**config.mk**
```make
export PLATFORM = sky130hd
export DESIGN_NAME = hbs_addr
export DESIGN_NICKNAME = d
export VERILOG_FILES = /design/src/sv/heightmap_bilinear_sampler_core_macros.svh /design/src/sv/hbs_pkg.sv /design/src/sv/hbs_addr.sv
export SDC_FILE = /design/constraint.sdc
export NUM_CORES = 1
export LEC_CHECK = 0
export ABC_AREA = 1
export BUFFER_PORTS_ARGS = -buffer_cell sky130_fd_sc_hd__clkbuf_2
export CORE_MARGIN = 2
export CORE_UTILIZATION = 40
export CTS_BUF_LIST = sky130_fd_sc_hd__clkbuf_8
export DETAILED_ROUTE_END_ITERATION = 6
export GPL_TIMING_DRIVEN = 0
export SYNTH_ARGS = -nofsm -noshare
export SYNTH_HDL_FRONTEND = slang
export SYNTH_SLANG_ARGS = --single-unit
```
**constraint.sdc**
```tcl
create_clock -name clk -period 6.23 [get_ports clk]
set_input_delay 0 -clock clk [delete_from_list [all_inputs] [get_ports clk]]
set_output_delay 0 -clock clk [all_outputs]
set_load 0.01 [all_outputs]
```
**src/sv/heightmap_bilinear_sampler_core_macros.svh**
```systemverilog
// assertion macros for the heightmap sampler
// expects clk and rst_n in the scope where a macro is used
`ifndef HEIGHTMAP_BILINEAR_SAMPLER_CORE_MACROS_SVH
`define HEIGHTMAP_BILINEAR_SAMPLER_CORE_MACROS_SVH

// same-cycle implication, held off during reset
`define HBS_ASSERT_IMP(lbl, ante, cons, msg) \
  lbl: assert property (@(posedge clk) disable iff (!rst_n) (ante) |-> (cons)) \
    else $error(msg);

// implication after a fixed number of cycles, held off during reset
`define HBS_ASSERT_DLY(lbl, ante, n, cons, msg) \
  lbl: assert property (@(posedge clk) disable iff (!rst_n) (ante) |-> ##n (cons)) \
    else $error(msg);

`endif

```
**src/sv/hbs_pkg.sv**
```systemverilog
// shared constants, codes and types of the heightmap sampler
// no dependencies
package hbs_pkg;

  // map geometry and store size
  localparam int SQUARE_SIZE  = 8;    // world units per square, power of two
  localparam int SQUARE_SHIFT = $clog2(SQUARE_SIZE);
  localparam int STORE_DEPTH  = 4096;
  localparam int MAX_SQUARES  = 63;

  // field widths
  localparam int SQ_W    = 6;
  localparam int POS_W   = 24;
  localparam int RAW_W   = 16;
  localparam int FRAC_W  = 8;
  localparam int H_W     = 32;
  localparam int SCALE_W = 24;
  localparam int DATA_W  = 32;
  localparam int PADDR_W = 4;

  // raw times scale is in 2^-24, output in 2^-16
  localparam int SCALE_SHIFT = 8;

  // store addressing, two banks split on the address parity
  localparam int ADDR_W     = $clog2(STORE_DEPTH);
  localparam int BANK_DEPTH = STORE_DEPTH / 2;
  localparam int BANK_AW    = ADDR_W - 1;
  localparam int LIN_W      = (2 * SQ_W + 1 > ADDR_W) ? 2 * SQ_W + 1 : ADDR_W;
  localparam int GRID_W     = SQ_W + FRAC_W;

  localparam logic [H_W-1:0] H_MAX = {1'b0, {(H_W-1){1'b1}}};

  // operations
  localparam logic [1:0] OP_WRITE  = 2'd0;
  localparam logic [1:0] OP_VERTEX = 2'd1;
  localparam logic [1:0] OP_WORLD  = 2'd2;

  // what the result of an item is made from
  localparam logic [1:0] KIND_ZERO   = 2'd0;
  localparam logic [1:0] KIND_BASE   = 2'd1;
  localparam logic [1:0] KIND_INTERP = 2'd2;

  // register indexes
  localparam logic [1:0] REG_SQUARES_X   = 2'd0;
  localparam logic [1:0] REG_SQUARES_Z   = 2'd1;
  localparam logic [1:0] REG_BASE_HEIGHT = 2'd2;
  localparam logic [1:0] REG_SCALE       = 2'd3;

  // store port requests of one item
  typedef struct packed {
    logic               we;
    logic               wbank;
    logic [BANK_AW-1:0] waddr;
    logic [RAW_W-1:0]   wdata;
    logic [BANK_AW-1:0] ra_even0;
    logic [BANK_AW-1:0] ra_odd0;
    logic [BANK_AW-1:0] ra_even1;
    logic [BANK_AW-1:0] ra_odd1;
  } hbs_mem_req_t;

  // what travels alongside the store read
  typedef struct packed {
    logic              valid;
    logic [1:0]        kind;
    logic [FRAC_W-1:0] fx;
    logic [FRAC_W-1:0] fz;
    logic              p00;
    logic              p10;
    logic              p01;
    logic              p11;
  } hbs_tag_t;

endpackage

```
**src/sv/hbs_addr.sv**
```systemverilog
// grid mapping and corner address generation of the heightmap sampler
// depends on hbs_pkg
module hbs_addr
  import hbs_pkg::*;
(
  input  logic                    clk,
  input  logic                    rst_n,
  input  logic                    acc,
  input  logic [1:0]              op,
  input  logic signed [POS_W-1:0] pos_x,
  input  logic signed [POS_W-1:0] pos_z,
  input  logic [RAW_W-1:0]        sample,
  input  logic [SQ_W-1:0]         sx,
  input  logic [SQ_W-1:0]         sz,
  output hbs_mem_req_t            mem_req,
  output hbs_tag_t                tag
);

  localparam int G_W = POS_W - 1 - SQUARE_SHIFT;

  // first stage registers
  logic              valid_r, valid_nxt;
  logic              wr_r, wr_nxt;
  logic [1:0]        kind_r, kind_nxt;
  logic [SQ_W-1:0]   x0_r, x0_nxt;
  logic [SQ_W-1:0]   z0_r, z0_nxt;
  logic              dx_r, dx_nxt;
  logic              dz_r, dz_nxt;
  logic [FRAC_W-1:0] fx_r, fx_nxt;
  logic [FRAC_W-1:0] fz_r, fz_nxt;
  logic [RAW_W-1:0]  sample_r;

  logic signed [POS_W-1:0] sx_s, sz_s;
  logic                    big_x, big_z;
  logic [SQ_W-1:0]         cx, cz;
  logic [G_W-1:0]          gpx, gpz;
  logic [GRID_W-1:0]       lim_x, lim_z, gx, gz;
  logic                    empty, in_grid;

  // coordinate clamping and world to grid mapping
  always_comb begin
    sx_s  = $signed({{(POS_W-SQ_W){1'b0}}, sx});
    sz_s  = $signed({{(POS_W-SQ_W){1'b0}}, sz});
    big_x = pos_x > sx_s;
    big_z = pos_z > sz_s;
    cx    = pos_x[POS_W-1] ? '0 : (big_x ? sx : pos_x[SQ_W-1:0]);
    cz    = pos_z[POS_W-1] ? '0 : (big_z ? sz : pos_z[SQ_W-1:0]);
    in_grid = !pos_x[POS_W-1] && !pos_z[POS_W-1] && !big_x && !big_z;
    empty   = (sx == '0) || (sz == '0);

    gpx   = pos_x[POS_W-2:SQUARE_SHIFT];
    gpz   = pos_z[POS_W-2:SQUARE_SHIFT];
    lim_x = {sx, {FRAC_W{1'b0}}};
    lim_z = {sz, {FRAC_W{1'b0}}};
    gx    = pos_x[POS_W-1] ? '0 : ((gpx > G_W'(lim_x)) ? lim_x : gpx[GRID_W-1:0]);
    gz    = pos_z[POS_W-1] ? '0 : ((gpz > G_W'(lim_z)) ? lim_z : gpz[GRID_W-1:0]);
  end

  // per-operation choice of corner, step and fraction
  always_comb begin
    valid_nxt = acc;
    wr_nxt    = 1'b0;
    kind_nxt  = KIND_ZERO;
    x0_nxt    = cx;
    z0_nxt    = cz;
    dx_nxt    = 1'b0;
    dz_nxt    = 1'b0;
    fx_nxt    = '0;
    fz_nxt    = '0;
    case (op)
      OP_WRITE: begin
        wr_nxt = in_grid;
      end
      OP_VERTEX: begin
        kind_nxt = empty ? KIND_BASE : KIND_INTERP;
      end
      OP_WORLD: begin
        kind_nxt = empty ? KIND_BASE : KIND_INTERP;
        x0_nxt   = gx[GRID_W-1:FRAC_W];
        z0_nxt   = gz[GRID_W-1:FRAC_W];
        fx_nxt   = gx[FRAC_W-1:0];
        fz_nxt   = gz[FRAC_W-1:0];
        // edge corner: the step past the edge is dropped
        dx_nxt   = gx[GRID_W-1:FRAC_W] < sx;
        dz_nxt   = gz[GRID_W-1:FRAC_W] < sz;
      end
      default: begin
        kind_nxt = KIND_ZERO;
      end
    endcase
  end

  always_ff @(posedge clk) begin
    if (!rst_n) begin
      valid_r <= 1'b0;
    end else begin
      valid_r <= valid_nxt;
    end
  end

  always_ff @(posedge clk) begin
    wr_r     <= wr_nxt;
    kind_r   <= kind_nxt;
    x0_r     <= x0_nxt;
    z0_r     <= z0_nxt;
    dx_r     <= dx_nxt;
    dz_r     <= dz_nxt;
    fx_r     <= fx_nxt;
    fz_r     <= fz_nxt;
    sample_r <= sample;
  end

  logic [LIN_W-1:0] row_w, z0_l, x0_l;
  logic [LIN_W-1:0] a00, a10, a01, a11;
  logic [LIN_W-1:0] e0, o0, e1, o1;
  logic             ok;

  // linear corner addresses, z * (squares + 1) + x
  always_comb begin
    row_w = LIN_W'(sx) + LIN_W'(1);
    z0_l  = LIN_W'(z0_r);
    x0_l  = LIN_W'(x0_r);
    a00   = LIN_W'(z0_l * row_w) + x0_l;
    a01   = a00 + (dz_r ? row_w : '0);
    a10   = a00 + LIN_W'(dx_r);
    a11   = a01 + LIN_W'(dx_r);
    ok    = 32'(a11) < 32'(STORE_DEPTH);
    // even and odd member of each row pair
    e0    = a00[0] ? a10 : a00;
    o0    = a00[0] ? a00 : a10;
    e1    = a01[0] ? a11 : a01;
    o1    = a01[0] ? a01 : a11;
  end

  // store requests and tag for the read stage
  always_comb begin
    mem_req.we       = valid_r && wr_r && ok;
    mem_req.wbank    = a00[0];
    mem_req.waddr    = a00[ADDR_W-1:1];
    mem_req.wdata    = sample_r;
    mem_req.ra_even0 = e0[ADDR_W-1:1];
    mem_req.ra_odd0  = o0[ADDR_W-1:1];
    mem_req.ra_even1 = e1[ADDR_W-1:1];
    mem_req.ra_odd1  = o1[ADDR_W-1:1];

    tag.valid = valid_r;
    // a corner past the store reads as base
    tag.kind  = (kind_r == KIND_INTERP && !ok) ? KIND_BASE : kind_r;
    tag.fx    = fx_r;
    tag.fz    = fz_r;
    tag.p00   = a00[0];
    tag.p10   = a10[0];
    tag.p01   = a01[0];
    tag.p11   = a11[0];
  end

endmodule

```
======== After elaboration in Yosys (flattened, before gate mapping) ========
Index checks and enable logic that the tools add are counted.
operators by class
  multipliers ............................. 1
  add/sub/neg operators ................... 5
  reduce and logical (&&, ||, !) cells .... 18
  order comparisons ....................... 7
  muxes and demuxes ....................... 17
  eq/ne operators ......................... 3
  bitwise gates (word level) .............. 1
operators by type and width
  cell                                                                   count
  14-bit two-way mux                                                     4
  24-bit by 7-bit greater-than comparator with 1-bit output              2
  12-bit two-way mux                                                     4
  20-bit by 14-bit greater-than comparator with 1-bit output             2
  6-bit two-way mux                                                      6
  13-bit by 1-bit adder with 13-bit output                               1
  13-bit by 6-bit adder with 13-bit output                               1
  13-bit by 7-bit adder with 13-bit output                               1
  13-bit < comparator, second input constant                             1
  6-bit by 7-bit multiplier with 13-bit output                           1
  12-bit by 1-bit adder with 12-bit output                               1
  6-bit logical NOT                                                      2
  6-bit < comparator                                                     2
  6-bit by 1-bit adder with 7-bit output, second input constant          1
  7-bit two-way mux                                                      1
  1-bit logical AND                                                      6
  3-bit OR reduction                                                     2
  1-bit logical NOT                                                      5
  2-bit equality test, second input constant                             2
  2-bit two-way mux                                                      2
  2-bit by 1-bit equality test with 1-bit output, second input constant  1
  2-bit logical NOT                                                      1
  2-bit OR reduction                                                     1
  1-bit logical OR                                                       1
  1-bit NOT                                                              1
word-level totals
  word-level logic and storage cells ...... 62
  register bits ........................... 50

======== Logic depth before layout (Yosys ltp) ========
  word-level depth ........................ 9
  mapped depth ............................ 36

======== Worst setup path before layout ========
OpenSTA, ideal clock, no wires.
  kind .................................... in2out
  start point ............................. input sx[0]
  end point ............................... output mem_req[72] (netlist name)
  slack ................................... 305 ps
  buffers on the path ..................... 1
  cell stages on the path ................. 35
  arrival ................................. 5925 ps
  required time ........................... 6230 ps
  cells stage by stage .................... clkbuf_1 -> nand3_1 -> nor3_1 -> xor2_1 -> nor2_1 -> fa_1 -> inv_1 -> fa_1 -> inv_1 -> fa_1 -> inv_1 -> fa_1 -> inv_1 -> ha_1 -> nand2_1 -> nand2_1 -> inv_1 -> nand2_1 -> xnor2_1 -> inv_1 -> ha_1 -> nand2_1 -> nor2_1 -> nand2_1 -> nand2_1 -> nand3_1 -> nor2_1 -> nand2_1 -> nand2_2 -> inv_2 -> nor2_4 -> nand3_1 -> nand2_1 -> nand2_2 -> nor2_1
RTL lines
  item                line            text
  start: declaration  hbs_addr.sv:13  input logic [SQ_W-1:0] sx,
  end: declaration    hbs_addr.sv:15  output hbs_mem_req_t mem_req,

==> metrics.txt <==
status=completed; slowest cell delay on critical path=0.52 ns; gr usage total=20.60%; Die X=125.5 µm; # nets final=1291; gp weighted congestion=0.8706; Filler cells=1515; crit start category=input port; number of global-route vias before repair=5980; dpl hpwl=13870 µm; most frequent cells in the layout=190 x nand2_1, 176 x clkbuf_2, 131 x inv_1, 105 x nor2_1, 78 x ha_1; global-route wire length before repair=27450 µm; setup_tns=0 ns; initial antenna violation count=0; sw frac=51.38%; Netlist Area Pre-Place=5904 µm²; most common cell after layout, fill and taps aside=nand2_1; unrepaired setup endpoints after global routing=no; crit path launch=sx[0]; Crit Path Max Fanout=4; H-tree level count=2; vias per inst=4.841; P_int=0.0009485 W; Layout Area Growth over Synthesis=29.77%; Final Hold Vio Count=0; YS warnings=0; core footprint=14480 µm²; ys flop type=dfxtp_1; Slew HR=65.85%; CP arrival=5.77 ns; Slew Viols, Final=0; worst ir drop on vdd=108.8 µV; drt first pass iters=4; proportion of layout cells with a drive suffix above 1=22.17%; largest net degree at the start of global routing=19; clock input transition at the sequential cells of the worst setup and hold paths=0.09 ns; port bufs=176; routed wire length=16410 µm; Reg power frac=17.5%; Critical Path End=tag[21]; Slowest cell on crit path=fa_1; Clock Sinks=50; syn nets=1066; WS Path Type=input port to primary output; count of state elements after synthesis=50; worst hold path cell count=3; Setup Viol. Count Final=0; Die Ht=125.5 µm; n_diodes=0; worst hold path class=input port to flop; drt drc=0; EDFF count, synth=0; Final ANT Viol Nets=0; pwr/cell area=254.6 nW/µm²; Lkg Pwr=4.139 nW; fin crit period=5.774 ns; most used cell, CP=nand2_1; fmax=0.1732 GHz; # IOs=177; Psw=0.001002 W; ys async rst share=0%; Die ar.=15750 µm²; Layout Cells excl Fill=1289; Cells after Synth=879; Rows=44; Slew @ Worst Pin=0.5086 ns; Worst setup EP type=primary output; Clock power frac=10.1%; Root Buffer=clkbuf_8; clk buf depth=2; Initial DRC Count=325; Worst Path Required=6.23 ns; part of the cycle the worst path needs=92.68%; cts bufs inserted=5; Core Util, Final=52.92%; library cells used by synthesis=42; average wire per standard cell=12.73 µm; maximum capacitance violations=0; Mean Syn Cell Area=6.717 µm²; Combinational Power Share=72.5%; via count=6240; initial core utilization=40.78%; CTS tree=done; Seq/Total Area, Yosys=16.95%; dpl cells=1239; total gr overflow=0
[critical path: cells and delay by family]
| family | cells | cell delay (ns) |
|---|---|---|
| simple gates | 17 | 1.65 |
| compound gates | 1 | 0.11 |
| buf+inv | 9 | 0.73 |
| xor+xnor | 2 | 0.36 |
| fa+ha+maj | 7 | 2.90 |
[power groups by stage]
stage | Sequential (W) | Combinational (W) | Clock, W
6_report | 0.000341 | 0.00141 | 0.000196
3_5_place_dp | 0.000348 | 0.00135 | 0
4_1_cts | 0.000340 | 0.00140 | 0.000201
2_1_floorplan | 0.000349 | 0.000932 | 0
5_1_grt | 0.000342 | 0.00159 | 0.000219
3_3_place_gp | 0.000348 | 0.00134 | 0
[sequential cells by signal (all words and copies together) (netlist names)]
signal	count
fz_r	8
valid_r	1
fx_r	8
kind_r	2
wr_r	1
z0_r	6
x0_r	6
dx_r	1
sample_r	16
dz_r	1
[worst min path at each step]
| stage | to | slack (ns) | startpoint |
|---|---|---|---|
| after detailed placement | sample_r[2] | 0.10 | sample[2] |
| after global placement | sample_r[15] | 0.10 | sample[15] |
| final | z0_r[2] | 0.05 | sz[2] |
| after CTS | z0_r[4] | 0.04 | sz[4] |
| after floorplan | sample_r[0] | 0.03 | sample[0] |
| after global routing | z0_r[3] | 0.05 | sz[3] |
[cell families (layout without fill, tap and decap cells)]
kind of cell / count (synthesis) / count (layout) / share of synthesized area (%)
adders and majority gates: 106 / 106 / 25.64
DFF: 50 / 50 / 16.95
xor gates and xnor gates: 29 / 29 / 5.065
and+or+nand+nor: 401 / 401 / 30.07
AOI/OAI and AO/OA: 133 / 133 / 11.85
buffers and inverters: 160 / 386 / 10.43
[layer usage]
metal,vias up,GRT usage (%),routed length (µm)
met5,-,0,0
met1,2744,26.09,7319
met2,188,37.52,7919
li1,3289,-,-
met4,0,4.248,268
met3,19,2.525,903
[Yosys cell counts, types with 3 or more instances]
cell | number | area share, %
a21oi_1 | 37 | 3.1
a21oi_2 | 3 | 0.45
buf_4 | 3 | 0.38
clkbuf_1 | 13 | 0.83
dfxtp_1 | 50 | 17
fa_1 | 25 | 8.5
ha_1 | 81 | 17
inv_1 | 135 | 8.6
inv_2 | 4 | 0.25
nand2_1 | 191 | 12
nand2_2 | 8 | 0.85
nand2_4 | 3 | 0.57
nand3_1 | 43 | 3.6
nand3_2 | 4 | 0.68
nand4_1 | 15 | 1.6
nor2_1 | 105 | 6.7
nor3_1 | 10 | 0.85
nor4_1 | 12 | 1.3
o21ai_0 | 73 | 6.2
o21ai_1 | 11 | 0.93
xnor2_1 | 7 | 1.0
xor2_1 | 19 | 2.8
[per-stage QoR]
step | power (W) | cell area, µm² | setup slack, ns | hold slack [ns]
after CTS | 0.001939 | 7536 | 0.01231 | 0.04220
after floorplan | 0.001281 | 5904 | 0.3054 | 0.02772
after detailed placement | 0.001700 | 7015 | -1.011 | 0.1044
final | 0.001951 | 7662 | 0.4558 | 0.04960
after global placement | 0.001691 | 7015 | -0.9556 | 0.1027
after global routing | 0.002155 | 7662 | 0.002261 | 0.04731
[timing repair]
action                                  CTS  global route
hold endpoints to repair                 34             0
gates resized for setup                  10            18
hold buffers                             35             0
endpoints found under the setup margin   15            13
cloned                                    0             0
pin swaps                                 2             2
setup buffers                             2             5
[cell type report]
cell class                 count  area, µm²  area share [%]
timing repair buffer         218       1284           16.75
buffer                        18      87.58           1.143
multi-input combinational    669       4423           57.72
sequential                    50       1001           13.06
clock inverter                 3      28.78          0.3756
clock buffer                   5      68.82          0.8981
inverter                     142      539.3           7.038
tap                          184      230.2           3.005
No activity file was read; power rests on OpenSTA's default activity.
