==> src/sv/heightmap_bilinear_sampler_core_macros.svh <==
// assertion macros for the heightmap sampler
// expects clk and rst_n in the scope where a macro is used
`ifndef HEIGHTMAP_BILINEAR_SAMPLER_CORE_MACROS_SVH
`define HEIGHTMAP_BILINEAR_SAMPLER_CORE_MACROS_SVH

// same-cycle implication, held off during reset
`define HBS_ASSERT_IMP(lbl, ante, cons, msg) \
  lbl: assert property (@(posedge clk) disable iff (!rst_n) (ante) |-> (cons)) \
    else $error(msg);

// implication after a fixed number of cycles, held off during reset
`define HBS_ASSERT_DLY(lbl, ante, n, cons, msg) \
  lbl: assert property (@(posedge clk) disable iff (!rst_n) (ante) |-> ##n (cons)) \
    else $error(msg);

`endif

==> src/sv/hbs_pkg.sv <==
// shared constants, codes and types of the heightmap sampler
// no dependencies
package hbs_pkg;

  // map geometry and store size
  localparam int SQUARE_SIZE  = 8;    // world units per square, power of two
  localparam int SQUARE_SHIFT = $clog2(SQUARE_SIZE);
  localparam int STORE_DEPTH  = 4096;
  localparam int MAX_SQUARES  = 63;

  // field widths
  localparam int SQ_W    = 6;
  localparam int POS_W   = 24;
  localparam int RAW_W   = 16;
  localparam int FRAC_W  = 8;
  localparam int H_W     = 32;
  localparam int SCALE_W = 24;
  localparam int DATA_W  = 32;
  localparam int PADDR_W = 4;

  // raw times scale is in 2^-24, output in 2^-16
  localparam int SCALE_SHIFT = 8;

  // store addressing, two banks split on the address parity
  localparam int ADDR_W     = $clog2(STORE_DEPTH);
  localparam int BANK_DEPTH = STORE_DEPTH / 2;
  localparam int BANK_AW    = ADDR_W - 1;
  localparam int LIN_W      = (2 * SQ_W + 1 > ADDR_W) ? 2 * SQ_W + 1 : ADDR_W;
  localparam int GRID_W     = SQ_W + FRAC_W;

  localparam logic [H_W-1:0] H_MAX = {1'b0, {(H_W-1){1'b1}}};

  // operations
  localparam logic [1:0] OP_WRITE  = 2'd0;
  localparam logic [1:0] OP_VERTEX = 2'd1;
  localparam logic [1:0] OP_WORLD  = 2'd2;

  // what the result of an item is made from
  localparam logic [1:0] KIND_ZERO   = 2'd0;
  localparam logic [1:0] KIND_BASE   = 2'd1;
  localparam logic [1:0] KIND_INTERP = 2'd2;

  // register indexes
  localparam logic [1:0] REG_SQUARES_X   = 2'd0;
  localparam logic [1:0] REG_SQUARES_Z   = 2'd1;
  localparam logic [1:0] REG_BASE_HEIGHT = 2'd2;
  localparam logic [1:0] REG_SCALE       = 2'd3;

  // store port requests of one item
  typedef struct packed {
    logic               we;
    logic               wbank;
    logic [BANK_AW-1:0] waddr;
    logic [RAW_W-1:0]   wdata;
    logic [BANK_AW-1:0] ra_even0;
    logic [BANK_AW-1:0] ra_odd0;
    logic [BANK_AW-1:0] ra_even1;
    logic [BANK_AW-1:0] ra_odd1;
  } hbs_mem_req_t;

  // what travels alongside the store read
  typedef struct packed {
    logic              valid;
    logic [1:0]        kind;
    logic [FRAC_W-1:0] fx;
    logic [FRAC_W-1:0] fz;
    logic              p00;
    logic              p10;
    logic              p01;
    logic              p11;
  } hbs_tag_t;

endpackage

==> src/sv/hbs_interp.sv <==
// bilinear blend, scale decode and saturation of the heightmap sampler
// depends on hbs_pkg
module hbs_interp
  import hbs_pkg::*;
(
  input  logic                      clk,
  input  logic                      rst_n,
  input  hbs_tag_t                  tag,
  input  logic [RAW_W-1:0]          q_even0,
  input  logic [RAW_W-1:0]          q_odd0,
  input  logic [RAW_W-1:0]          q_even1,
  input  logic [RAW_W-1:0]          q_odd1,
  input  logic signed [H_W-1:0]     base,
  input  logic [SCALE_W-1:0]        scale,
  output logic                      out_valid,
  output logic signed [H_W-1:0]     out_height
);

  localparam int WT_W  = FRAC_W + 1;
  localparam int RA_W  = RAW_W + FRAC_W;
  localparam int B_W   = RAW_W + 2 * FRAC_W;
  localparam int P_W   = B_W + SCALE_W;
  localparam int SH    = SCALE_SHIFT + 2 * FRAC_W;
  localparam int Q_W   = P_W + 1 - SH;
  localparam int SUM_W = Q_W + 1;
  localparam logic [WT_W-1:0] WT_ONE = WT_W'(1) << FRAC_W;

  // tag aligned with the store read data
  hbs_tag_t t2_r;
  logic     t2_valid_r;

  always_ff @(posedge clk) begin
    if (!rst_n) begin
      t2_valid_r <= 1'b0;
    end else begin
      t2_valid_r <= tag.valid;
    end
  end

  always_ff @(posedge clk) begin
    t2_r <= tag;
  end

  logic [RAW_W-1:0] h00, h10, h01, h11;
  logic [WT_W-1:0]  wx1, wx0;
  logic [RA_W:0]    ra_sum, rb_sum;

  // corner pick from the banks and blend along x
  always_comb begin
    h00    = t2_r.p00 ? q_odd0 : q_even0;
    h10    = t2_r.p10 ? q_odd0 : q_even0;
    h01    = t2_r.p01 ? q_odd1 : q_even1;
    h11    = t2_r.p11 ? q_odd1 : q_even1;
    wx1    = WT_W'(t2_r.fx);
    wx0    = WT_ONE - wx1;
    ra_sum = (RA_W+1)'(h00) * (RA_W+1)'(wx0) + (RA_W+1)'(h10) * (RA_W+1)'(wx1);
    rb_sum = (RA_W+1)'(h01) * (RA_W+1)'(wx0) + (RA_W+1)'(h11) * (RA_W+1)'(wx1);
  end

  logic              v3_r;
  logic [1:0]        kind3_r;
  logic [FRAC_W-1:0] fz3_r;
  logic [RA_W-1:0]   ra_r, rb_r;

  always_ff @(posedge clk) begin
    if (!rst_n) begin
      v3_r <= 1'b0;
    end else begin
      v3_r <= t2_valid_r;
    end
  end

  always_ff @(posedge clk) begin
    kind3_r <= t2_r.kind;
    fz3_r   <= t2_r.fz;
    ra_r    <= ra_sum[RA_W-1:0];
    rb_r    <= rb_sum[RA_W-1:0];
  end

  logic [WT_W-1:0] wz1, wz0;
  logic [B_W:0]    b_sum;

  // blend along z
  always_comb begin
    wz1   = WT_W'(fz3_r);
    wz0   = WT_ONE - wz1;
    b_sum = (B_W+1)'(ra_r) * (B_W+1)'(wz0) + (B_W+1)'(rb_r) * (B_W+1)'(wz1);
  end

  logic           v4_r;
  logic [1:0]     kind4_r;
  logic [B_W-1:0] b_r;

  always_ff @(posedge clk) begin
    if (!rst_n) begin
      v4_r <= 1'b0;
    end else begin
      v4_r <= v3_r;
    end
  end

  always_ff @(posedge clk) begin
    kind4_r <= kind3_r;
    b_r     <= b_sum[B_W-1:0];
  end

  // scale multiply
  logic           v5_r;
  logic [1:0]     kind5_r;
  logic [P_W-1:0] p_r;

  always_ff @(posedge clk) begin
    if (!rst_n) begin
      v5_r <= 1'b0;
    end else begin
      v5_r <= v4_r;
    end
  end

  always_ff @(posedge clk) begin
    kind5_r <= kind4_r;
    p_r     <= P_W'(b_r) * P_W'(scale);
  end

  logic [P_W:0]       p_rnd;
  logic [Q_W-1:0]     q;
  logic [SUM_W-1:0]   h_sum;
  logic               sat;
  logic [H_W-1:0]     h_dec;
  logic [H_W-1:0]     height_nxt;

  // round half up, add base, saturate upwards (the sum never falls below base)
  always_comb begin
    p_rnd = (P_W+1)'(p_r) + ((P_W+1)'(1) << (SH - 1));
    q     = p_rnd[P_W:SH];
    h_sum = {{(SUM_W-H_W){base[H_W-1]}}, base} + SUM_W'(q);
    sat   = h_sum[SUM_W-1:H_W-1] != {(SUM_W-H_W+1){h_sum[H_W-1]}};
    h_dec = sat ? H_MAX : h_sum[H_W-1:0];
    case (kind5_r)
      KIND_ZERO:   height_nxt = '0;
      KIND_BASE:   height_nxt = base;
      KIND_INTERP: height_nxt = h_dec;
      default:     height_nxt = '0;
    endcase
  end

  logic           out_valid_r;
  logic [H_W-1:0] out_height_r;

  always_ff @(posedge clk) begin
    if (!rst_n) begin
      out_valid_r <= 1'b0;
    end else begin
      out_valid_r <= v5_r;
    end
  end

  always_ff @(posedge clk) begin
    out_height_r <= height_nxt;
  end

  assign out_valid  = out_valid_r;
  assign out_height = $signed(out_height_r);

endmodule

==> config.mk <==
export PLATFORM = sky130hd
export DESIGN_NAME = hbs_interp
export DESIGN_NICKNAME = d
export VERILOG_FILES = /design/src/sv/heightmap_bilinear_sampler_core_macros.svh /design/src/sv/hbs_pkg.sv /design/src/sv/hbs_interp.sv
export SDC_FILE = /design/constraint.sdc
export NUM_CORES = 2
export LEC_CHECK = 0
export ABC_AREA = 1
export BUFFER_PORTS_ARGS = -buffer_cell sky130_fd_sc_hd__buf_2
export CAP_MARGIN = 10
export CELL_PAD_IN_SITES_DETAIL_PLACEMENT = 0
export CELL_PAD_IN_SITES_GLOBAL_PLACEMENT = 1
export CORE_MARGIN = 2
export CORE_UTILIZATION = 50
export CTS_CLUSTER_DIAMETER = 50
export DETAILED_ROUTE_END_ITERATION = 6
export GPL_TIMING_DRIVEN = 0
export PLACE_DENSITY_LB_ADDON = 0.1
export SYNTH_ARGS = -nofsm -noshare
export SYNTH_HDL_FRONTEND = slang
export SYNTH_SLANG_ARGS = --single-unit
==> constraint.sdc <==
create_clock -name clk -period 7.5 [get_ports clk]
set_input_delay 0.75 -clock clk [delete_from_list [all_inputs] [get_ports clk]]
set_output_delay 0.75 -clock clk [all_outputs]
set_load 0.01 [all_outputs]
After elaboration in Yosys (flattened, before gate mapping)
Index checks and enable logic that the tools add are counted.
Storage, ports and cells
  register bits: 209
  latch bits: 0
  memory bits (writable): 0
  output and inout bits: 33
  ROM bits: 0
  memories: 0
  bits of input ports: 145
  logic and storage cells: 44
Operators by class
  order comparisons: 0
  shift-type cells: 0
  $add $sub $neg: 7
  bitwise operators: 0
  divide/modulo/power cells: 0
  muxes and demuxes: 6
  reductions and logical operators: 0
  multipliers: 7
  eq/ne operators: 3
Operators with widths (number)
  2-to-1 mux 16 bit: 4
  one-hot mux 32 bit (2 select lines): 1
  adder 56 x 24 -> 57 bit (second input constant): 1
  multiplier 32 x 24 -> 56 bit: 1
  adder 24 bit: 2
  multiplier 16 x 8 -> 24 bit: 2
  multiplier 16 x 9 -> 24 bit: 2
  adder 34 x 33 -> 34 bit: 1
  adder 32 bit: 1
  multiplier 24 x 8 -> 32 bit: 1
  multiplier 24 x 9 -> 32 bit: 1
  2-to-1 mux 32 bit: 1
  subtractor 9 x 8 -> 9 bit (first input constant): 2
  == test 2 x 1 -> 1 bit (second input constant): 1
  == test 2 bit (second input constant): 1
  inequality test 2 bit: 1

Depth between registers and ports, before layout
  depth in word-level cells: 5
  gate-level depth with buffers: 37
  depth with buffers taken out: 33

Worst setup path before layout
No wires, ideal clock.
  path kind: register to register
  from: reg fz3_r[0]
  to: reg b_r[24]
  slack: 0.750 ns
  period minus slack after synthesis: 6.750 ns
  library setup time: 0.072 ns
  path buffers: 4
  data arrival time: 6.678 ns
  required time: 7.428 ns
  cell stages (with the launch flop): 38
  cells stage by stage: dfxtp_1 clkbuf_1 clkbuf_1 clkbuf_1 inv_1 ha_1 inv_1 or2_1 or3_1 nor2_2 inv_2 nor2_2 inv_2 nor2_4 buf_4 nand2_1 fa_1 inv_1 [... 2 more ...] fa_1 fa_1 inv_1 fa_1 inv_1 fa_1 inv_1 ha_1 a21oi_1 o21ai_1 a21oi_1 o21ai_0 nand2_1 nand2_1 nand2_1 nand2_1 a21oi_1 xnor2_1
On the way
  word-level cells in the longest chain between the ends: 3
  elaborated cells between the ends (all ways): 4
  classes of those cells: 2 x add/sub; 2 x mul
Ends and longest elaborated chain
  start, declared: line hbs_interp.sv:62  | logic [FRAC_W-1:0] fz3_r;
  start signal, assigned: line hbs_interp.sv:75  | fz3_r <= t2_r.fz;
  subtractor 9 x 8 -> 9 bit: line hbs_interp.sv:86  | wz0 = WT_ONE - wz1;
  multiplier 24 x 9 -> 32 bit: line hbs_interp.sv:87  | b_sum = (B_W+1)'(ra_r) * (B_W+1)'(wz0) + (B_W+1)'(rb_r) * (B_W+1)'(wz1);
  adder 32 bit (*): line hbs_interp.sv:87
  via b_sum[24]: line hbs_interp.sv:81  | logic [B_W:0] b_sum;
  end signal, assigned: line hbs_interp.sv:104  | b_r <= b_sum[B_W-1:0];
  end, declared: line hbs_interp.sv:92  | logic [B_W-1:0] b_r;
The timed path passes the listed nets; every way through them passes the cells marked *.
A chain may end at the register's enable or synchronous reset.

Worst setup path in the final report
  from: reg b_r[6]
  to: reg p_r[46]
On the way
  word-level cells in the longest chain between the ends: 1
Ends and longest elaborated chain
  multiplier 32 x 24 -> 56 bit: line hbs_interp.sv:122  | p_r <= P_W'(b_r) * P_W'(scale);
  end signal, assigned: line hbs_interp.sv:122
  end, declared: line hbs_interp.sv:110  | logic [P_W-1:0] p_r;
No other way between the ends.

==> metrics.csv <==
stage;metric;value;unit
run_status;outcome;complete, no violations;
clock_network;clockRootBuffer;clkbuf_16;
placed_design;port_buffers;177;
routing;antenna_violating_nets_post_route;0;
sta;final_period_minus_worst_setup_slack;7.30;ns
yosys;count_of_warnings_emitted_by_yosys;0;
critical_path;path_class;reg -> reg;
floorplanning;design.die.area;0.130;sq mm
clock_network;clkSinkCount;186;
sta;finalCritPeriodShare;97.4;%
sta;timing_hold_violations_final;0;
cells_and_area;mostFrequentLayoutCell;inv_1;
cells_and_area;area.sequential;0.00374;sq mm
routing;drcViolationCount;0;
clock_network;ctsHtreeMaxLevel;4;
global_routing;grt_max_degree;20;
clock_network;cts_max_path_buffers;2;
clock_network;holdBufCountCts;0;
cells_and_area;synthToLayoutAreaGrowth;6.38;%
yosys;ys_async_sr_fraction;0;%
sta;finalClockSkew;0.0323;ns
placed_design;place_hpwl;184000;microns
routing;wl;213000;microns
global_routing;gr-total-overflow;0;
clock_network;clkTransAtPathRegs;0.10;ns
sta;max_clock_freq;0.137;GHz
clock_network;cts-buffers-inserted;17;
cells_and_area;finalInstanceArea;0.0674;sq mm
routing;routed-via-count;52100;
global_routing;grt_antenna_before_repair;9;
yosys;syn-num-nets;10200;
placed_design;gpl.final_weighted_congestion;1.02;
yosys;total_of_flip_flops_plus_latches_after_synthesis;186;
sta;timing.slew.headroom;21.3;%
sta;setup-violations-final;0;
yosys;syn_inst;8161;
yosys;yosys.cell_types.count;52;
routing;detail_route.vias_per_cell;5.20;
clock_network;insertion_delay;0.55;ns
placed_design;place_area;0.0663;sq mm
critical_path;type_of_destination_of_the_critical_path;flop;
critical_path;cp-startpoint;b_r[6]$_DFF_P_;
cells_and_area;final_layout_size_suffix_gt1_share;5.73;%
cells_and_area;most-common-layout-cells;inv_1, nand2_1, fa_1;
cells_and_area;num-fill-cells;12600;
routing;detailedRoute.firstPassIterationCount;6;
routing;routed_wire_length_per_instance;21.2;microns
critical_path;cp-start-kind;flop;
floorplanning;dieHeight;360;microns
floorplanning;coreArea;0.126;sq mm
worst_hold_path;hold_path_class;in -> reg;
routing;drt-initial-drc-count;4189;
cells_and_area;fin_nets;10400;
cells_and_area;layout.cells.non_filler;10000;
yosys;postSynth.topFlopCell;dfxtp_1;
run;maxCapViolations;0;
worst_hold_path;timing.hold.worst.start;tag[1];
yosys;synth_enable_flop_cells;0;
sta;worst_pin_slew;1.17;ns
yosys;synth_seq_area_share;5.88;%
critical_path;worstPathArrival;7.72;ns
sta;timing_max_transition_violations_final;0;
floorplanning;die_width;360;microns
global_routing;first_global_vias;54300;
sta;grt_setup_unrepaired;true;
critical_path;critical_path.reg2reg.startpoint;b_r[6]$_DFF_P_;
floorplanning;ioPinCount;178;
placed_design;dp_cells;9989;
critical_path;crit_path_max_fanout;10;
cells_and_area;multi_input_comb_area;0.0495;sq mm
floorplanning;initial_utilization;50.4;%
critical_path;worst-endpoint-required;7.91;ns
yosys;syn_area;0.0634;sq mm
yosys;post_synth.cell_area_avg;7.77;sq um
global_routing;wire_length_of_the_first_global_routing_pass;327000;microns
clock_network;cts_tree;built;
floorplanning;floorplan.rows;130;
global_routing;gr-usage-all-layers;33.6;%
==> timing repair <==
item	in CTS	in global routing
endpoints found under the setup margin	65	53
pin swaps	1	3
buffers inserted	2	6
gates resized for setup	58	303
==> worst paths after layout <==
check                     end  cells after the start  slack, ns
min           t2_r[1]$_DFF_P_                      1       0.29
max           p_r[46]$_DFF_P_                     21       0.20
min reg2reg  fz3_r[0]$_DFF_P_                      0       0.31
max reg2reg   p_r[46]$_DFF_P_                     21       0.20
==> critical path, cell delays in order (launching register included) <==
cell and delay (ns):
dfxtp_1 0.70, clkbuf_1 0.69, nand2_1 0.12, inv_1 0.11
fa_1 0.46, fa_1 0.56, fa_1 0.44, fa_1 0.56
fa_1 0.46, fa_1 0.52, fa_1 0.52, ha_1 0.52
nand2_1 0.15, nor2_1 0.15, inv_1 0.07, nor2_1 0.17
nand2_1 0.10, nor4_1 0.18, nand2_1 0.08, o211ai_1 0.24
a21oi_1 0.19, xnor2_1 0.17
==> registers in the layout (all words and copies together), names as in the netlist <==
signal	count
p_r	33
out_valid	1
kind3_r	2
t2_r	22
v3_r	1
b_r	32
rb_r	24
v4_r	1
kind5_r	2
kind4_r	2
out_height	32
ra_r	24
v5_r	1
fz3_r	8
t2_valid_r	1
==> per-layer routing <==
layer  vias to the layer above  global-route usage, %  part of all wire, %
met5                         -                      0                0.014
met4                         6                   10.4                  3.5
met3                       309                   5.60                  8.0
met2                      1956                   55.2                   47
met1                     26300                   45.6                   42
li1                      23500                      -                    -
==> layout make-up <==
class / instances / share of cell area, %
antenna: 5 / 0.0186
buffer: 287 / 2.04
clock buffer: 17 / 0.631
clock inverter: 15 / 0.312
inverter: 2420 / 13.5
multi-input combinational: 5262 / 73.5
sequential: 186 / 5.54
tap: 1650 / 3.06
timing repair buffer: 186 / 1.41
==> cell families after synthesis <==
family,share of synthesized area (%)
AND/OR/NAND/NOR,16.9
buffers and inverters,16.2
adder cells (fa/ha/maj),54.4
AO/OA/AOI/OAI,4.14
flip-flops,5.88
XOR/XNOR,2.39
==> stage by stage <==
stage	worst slack, ns	util (%)	hold WS (ns)	TNS (ns)
finish	0.196	53.6	0.290	0
global route	-0.0417	53.6	0.268	-0.0777
CTS	0.00155	53.4	0.255	0
detailed placement	-1.35	52.8	0.312	-54.81
global placement	-1.41	52.8	0.310	-52.60
floorplan	0.750	-	0.310	0
==> cell usage after synthesis (5+ instances only) <==
| cell type | instances | area share [%] |
|---|---|---|
| nand4_1 | 61 | 0.60 |
| inv_2 | 5 | 0.030 |
| or2_2 | 6 | 0.059 |
| nor2_1 | 468 | 2.8 |
| buf_2 | 10 | 0.079 |
| o21a_1 | 11 | 0.13 |
| o21bai_1 | 19 | 0.23 |
| fa_1 | 1441 | 46 |
| xor2_1 | 97 | 1.3 |
| inv_1 | 2408 | 14 |
| a21o_1 | 11 | 0.13 |
| nand3_1 | 80 | 0.63 |
| nand2_2 | 14 | 0.14 |
| a31oi_1 | 34 | 0.34 |
| nand2_1 | 2027 | 12 |
| nor4_1 | 16 | 0.16 |
| nor3_1 | 22 | 0.17 |
| dfxtp_1 | 186 | 5.9 |
| a21oi_1 | 225 | 1.8 |
| o21ai_1 | 23 | 0.18 |
| o21ai_0 | 116 | 0.92 |
| buf_1 | 16 | 0.095 |
| nand3b_1 | 7 | 0.083 |
| nor2_2 | 5 | 0.049 |
| clkbuf_2 | 15 | 0.12 |
| o211ai_1 | 8 | 0.095 |
| clkinv_1 | 7 | 0.041 |
| a21oi_2 | 10 | 0.14 |
| buf_6 | 7 | 0.12 |
| xnor2_1 | 76 | 1.1 |
| ha_1 | 452 | 8.9 |
| clkbuf_1 | 241 | 1.4 |
Power is not shown: default switching activity piles up to over one toggle a cycle in this logic, so the estimate is an artifact.
